<file path="src/kpmm_pkg.sv">
// ----------------------------------------------------------------------------
// kpmm_pkg: shared types and constants for the Kronecker product multiplier
// Store sizes, request codes and the accumulator cell control word.
// ----------------------------------------------------------------------------
package kpmm_pkg;

    localparam int MAX_A_ROWS = 8;
    localparam int MAX_A_COLS = 8;
    localparam int MAX_B_ROWS = 8;
    localparam int MAX_B_COLS = 8;
    localparam int MAX_C_COLS = 8;
    localparam int RESULT_LIMIT = 8;

    localparam int A_DEPTH = MAX_A_ROWS * MAX_A_COLS;
    localparam int B_DEPTH = MAX_B_ROWS * MAX_B_COLS;
    localparam int C_ROWS  = MAX_A_COLS * MAX_B_COLS;
    localparam int C_DEPTH = C_ROWS * MAX_C_COLS;

    localparam int A_AW = $clog2(A_DEPTH);
    localparam int B_AW = $clog2(B_DEPTH);
    localparam int C_AW = $clog2(C_DEPTH);
    localparam int CR_AW = $clog2(C_ROWS);
    localparam int CC_W = $clog2(MAX_C_COLS);

    localparam int NCELL = (MAX_C_COLS < RESULT_LIMIT) ? MAX_C_COLS : RESULT_LIMIT;
    localparam int NCELL_W = $clog2(NCELL + 1);

    localparam int VAL_W = 16;
    localparam int AB_W  = 32;
    localparam int SUM_W = 53;

    localparam logic [1:0] REQ_LOAD_A = 2'd0;
    localparam logic [1:0] REQ_LOAD_B = 2'd1;
    localparam logic [1:0] REQ_LOAD_C = 2'd2;
    localparam logic [1:0] REQ_QUERY  = 2'd3;

    localparam logic [2:0] REG_A_ROWS = 3'd0;
    localparam logic [2:0] REG_A_COLS = 3'd1;
    localparam logic [2:0] REG_B_ROWS = 3'd2;
    localparam logic [2:0] REG_B_COLS = 3'd3;
    localparam logic [2:0] REG_C_COLS = 3'd4;

    typedef struct packed {
        logic clear;
        logic acc;
        logic shift;
    } cell_ctl_t;

    function automatic logic [3:0] clamp_dim(input logic [3:0] v, input int hi);
        logic [3:0] r;
        begin
            r = v;
            if (v == 4'd0)
                r = 4'd1;
            else if (int'(v) > hi)
                r = 4'(hi);
            return r;
        end
    endfunction

endpackage

</file>
<file path="src/kpmm_cell.sv">
// ----------------------------------------------------------------------------
// kpmm_cell: one column accumulator of the chain
// Adds A*B times its C element; on shift takes the neighbor's sum.
// ----------------------------------------------------------------------------
module kpmm_cell
    import kpmm_pkg::*;
(
    input  logic                    clk,
    input  cell_ctl_t               ctl,
    input  logic signed [AB_W-1:0]  ab,
    input  logic signed [VAL_W-1:0] c_val,
    input  logic signed [SUM_W-1:0] sum_in,
    output logic signed [SUM_W-1:0] sum_out
);

    logic signed [SUM_W-1:0] sum_reg;
    logic signed [SUM_W-1:0] sum_next;
    logic signed [AB_W+VAL_W-1:0] prod;

    assign prod = ab * c_val;

    always_comb
    begin
        sum_next = sum_reg;
        if (ctl.clear)
            sum_next = '0;
        else if (ctl.shift)
            sum_next = sum_in;
        else if (ctl.acc)
            sum_next = sum_reg + SUM_W'(prod);
    end

    always_ff @(posedge clk)
    begin
        sum_reg <= sum_next;
    end

    assign sum_out = sum_reg;

endmodule

</file>
<file path="config.mk">
export PLATFORM = sky130hd
export DESIGN_NAME = kpmm_cell
export DESIGN_NICKNAME = d
export VERILOG_FILES = /design/src/kpmm_pkg.sv /design/src/kpmm_cell.sv
export SDC_FILE = /design/constraint.sdc
export NUM_CORES = 2
export LEC_CHECK = 0
export BUFFER_PORTS_ARGS = -buffer_cell sky130_fd_sc_hd__buf_4
export CORE_MARGIN = 5
export CORE_UTILIZATION = 25
export DETAILED_ROUTE_END_ITERATION = 10
export GPL_TIMING_DRIVEN = 0
export SLEW_MARGIN = 40
export SYNTH_ARGS = -nofsm -noshare
export SYNTH_HDL_FRONTEND = slang
export SYNTH_SLANG_ARGS = --single-unit
export TNS_END_PERCENT = 20
</file>
<file path="constraint.sdc">
create_clock -name clk -period 21.2 [get_ports clk]
set_input_delay 3.18 -clock clk [delete_from_list [all_inputs] [get_ports clk]]
set_output_delay 3.18 -clock clk [all_outputs]
set_load 0.02 [all_outputs]
</file>
==> impl_metrics.tcl <==
set metrics [dict create \
    nNetsFinal 3546 \
    worst_slack_ns 11.18 \
    cts_max_level 2 \
    whs_ns 0.605 \
    synth_edf_count 0 \
    post-dp-hpwl_um 70000 \
    ys_seq_area_frac 0.0467 \
    ys_seq_elements 53 \
    setup_violations 0 \
    ys_types 81 \
    path_clk_slew_ns 0.08 \
    vias_per_cell 4.56 \
    gp_congestion 0.933 \
    synth_fp_nets 3385 \
    ctsHoldBuffers 0 \
    rrSetupSlack_ns 15.22 \
    outcome "finished, final reports clean" \
    min_path_type "flop to flop" \
    fin_setup_tns_ns 0 \
    relSlewSlack 0.389 \
    cp-start-kind "input pin" \
    drt_wl_total_um 80100 \
    drtPass1Iterations 5 \
    clk_latency_ns 0.32 \
    grt_first_pass_wirelength_um 120000 \
    cts_sinks 53 \
    pre_cts_ws_ns 10.95 \
    drc_errors 0 \
    grtUsageTotal 0.164 \
    initialDrtViolationCount 1307 \
    r2r-end "sum_out[41]" \
    wire_per_inst_um 20.4 \
    crit_path_end "sum_out[49]" \
    post-route-min-period_ns 10.02 \
    cts_tree "yes" \
    syn_to_final_growth_pct 12.4 \
    vias 17900 \
    synth_area_um2 22700 \
    post_cts_buffers 0 \
    synth.yosys.warnings 0 \
    chipWidth_um 312 \
    postSynthCellCount 2581 \
    clockBufferDepth 2 \
    ios 158 \
    ys.flop_type "dfxtp_1" \
    die_h_um 312 \
    cts-resized-gates 0 \
    startpoint "c_val[1]" \
    grt_max_degree 23 \
    grt_pass1_vias 18700 \
    largest_register_ffs 53 \
    maxCapViolCount 0 \
    slew_viol_final 0 \
    root_buffer "clkbuf_16" \
    layout-drive-gt1-share 0.0875 \
    syn_avg_cell_area_um2 8.81 \
    crit_type "input pin to flop" \
    fin_skew_ns 0.0136 \
    grt-ovfl-total 0 \
    portBuffers 154 \
    worstPathMaxFanout 10 \
    cp.required_ns 21.37 \
    dieArea_um2 97100 \
    cts_buffers 5 \
    core-area_um2 90100 \
    utilization 0.283 \
    min_period_over_period 0.472 \
    core.rowCount 110 \
    worstReg2RegStart "sum_out[15]" \
    antenna_found_initial 8 \
    synth-async-reset-ratio 0 \
    start_util 0.252 \
    crit_arrival_ns 10.19 \
    critPathCaptureType "flop" \
    worst_r2r_path_depth 19 \
    drt.antenna.violating_nets 0 \
    timing.fmax_mhz 99.8 \
    hold_viol 0 \
    rsz0062_at_grt "no" \
    worst_pin_slew_ns 0.917 \
]
==> critical path, cell delays in order <==
cell	delay (ns)
buf_4	0.12
clkbuf_1	0.70
nand2_1	0.29
inv_1	0.17
fa_2	0.49
fa_1	0.73
inv_1	0.22
fa_1	0.52
inv_1	0.05
fa_1	0.50
fa_1	0.49
inv_1	0.05
fa_1	0.47
inv_1	0.04
ha_1	0.40
a21oi_1	0.30
o21bai_1	0.18
a21o_1	0.20
a21o_1	0.17
a21o_1	0.19
a221oi_1	0.31
nand2_1	0.11
xnor2_1	0.18
o22ai_1	0.11
==> kinds of logic after synthesis <==
kind of cell               count (synthesis)  share of synthesized area
and+or+nand+nor                          720                      0.147
muxes                                     18                    0.00798
buffers and inverters                    791                      0.134
DFF                                       53                     0.0467
AOI/OAI and AO/OA                        250                     0.0761
xor gates and xnor gates                  50                     0.0193
adders and majority gates                699                      0.569
==> cell type report <==
type | count | area (µm²)
inverter | 667 | 2500
clock buffer | 5 | 125
tap | 1176 | 1470
sequential | 53 | 1060
clock inverter | 3 | 28.8
multi-input combinational | 1737 | 18600
timing repair buffer | 154 | 1160
antenna | 2 | 5.00
buffer | 124 | 566
fill | 9735 | 64600
==> cell usage after synthesis, drive strengths merged, types with 2 or more instances <==
library cell / number / share of area
inv: 666 / 0.11
fa: 558 / 0.49
nand2: 381 / 0.063
and2: 169 / 0.047
ha: 141 / 0.078
clkbuf: 107 / 0.019
a21oi: 99 / 0.023
nor2: 94 / 0.016
dfxtp: 53 / 0.047
xnor2: 36 / 0.014
o21ai: 31 / 0.0076
a221oi: 21 / 0.0086
a21o: 17 / 0.0056
mux2i: 17 / 0.0075
a211oi: 15 / 0.0056
buf: 15 / 0.0034
xor2: 14 / 0.0054
nor3b: 13 / 0.0043
o211ai: 13 / 0.0051
nor3: 10 / 0.0022
nand3: 9 / 0.0020
o21bai: 8 / 0.0026
nand2b: 7 / 0.0019
nand4: 7 / 0.0019
o22ai: 7 / 0.0019
nor2b: 6 / 0.0017
o21a: 6 / 0.0020
a31oi: 5 / 0.0014
and3: 5 / 0.0017
nor4: 5 / 0.0014
o31ai: 5 / 0.0021
a2111oi: 4 / 0.0024
a21boi: 3 / 0.0013
or2: 3 / 0.00094
a2bb2oi: 2 / 0.00077
a31o: 2 / 0.00077
and4: 2 / 0.00083
nand3b: 2 / 0.00066
o21ba: 2 / 0.00088
or3b: 2 / 0.00077
==> metal layers <==
| layer | share of wire | global-route usage | up-vias | wire (µm) |
|---|---|---|---|---|
| li1 | - | - | 7916 | - |
| met1 | 0.42 | 0.221 | 9236 | 33400 |
| met2 | 0.47 | 0.272 | 620 | 38000 |
| met3 | 0.085 | 0.0369 | 88 | 6830 |
| met4 | 0.023 | 0.0320 | 4 | 1830 |
| met5 | 0.00025 | 0 | - | 20 |
==> per-stage QoR <==
step / instance area (µm²) / cells
after global routing: 25500 / 3919
after floorplan: 22700 / 2581
after CTS: 25500 / 3919
after global placement: 25400 / 3911
after detailed placement: 25400 / 3911
final: 25600 / 3921
==> placed cells by master, fill, tap and decap left out, types with 7 or more instances in the layout <==
master	instances
inv_1	666
nand4_1	7
dfxtp_1	53
buf_4	158
a21o_1	17
nand2b_1	7
nand2_1	381
ha_1	141
and2_1	166
fa_1	557
nor2_1	94
o211ai_1	11
a211oi_1	12
nor3b_1	13
nor3_1	10
o21bai_1	8
a21oi_1	95
o21ai_0	26
xnor2_1	36
nand3_1	9
xor2_1	14
clkbuf_2	20
a221oi_1	19
clkbuf_1	84
o22ai_1	7
mux2i_1	17
==> worst min-delay path by stage <==
stage / start / endpoint / slack (ns) / cells past startpoint
after floorplan: sum_out[15] / sum_out[15] / 0.63 / 2
after global placement: sum_out[21] / sum_out[21] / 0.57 / 2
after detailed placement: sum_out[21] / sum_out[21] / 0.59 / 2
after CTS: sum_out[21] / sum_out[21] / 0.60 / 2
after global routing: sum_out[21] / sum_out[21] / 0.63 / 2
final: sum_out[21] / sum_out[21] / 0.60 / 2
Power is left out: the tool's default activity adds up to more than one toggle a clock period on the data nets, which glitch-free logic cannot reach.
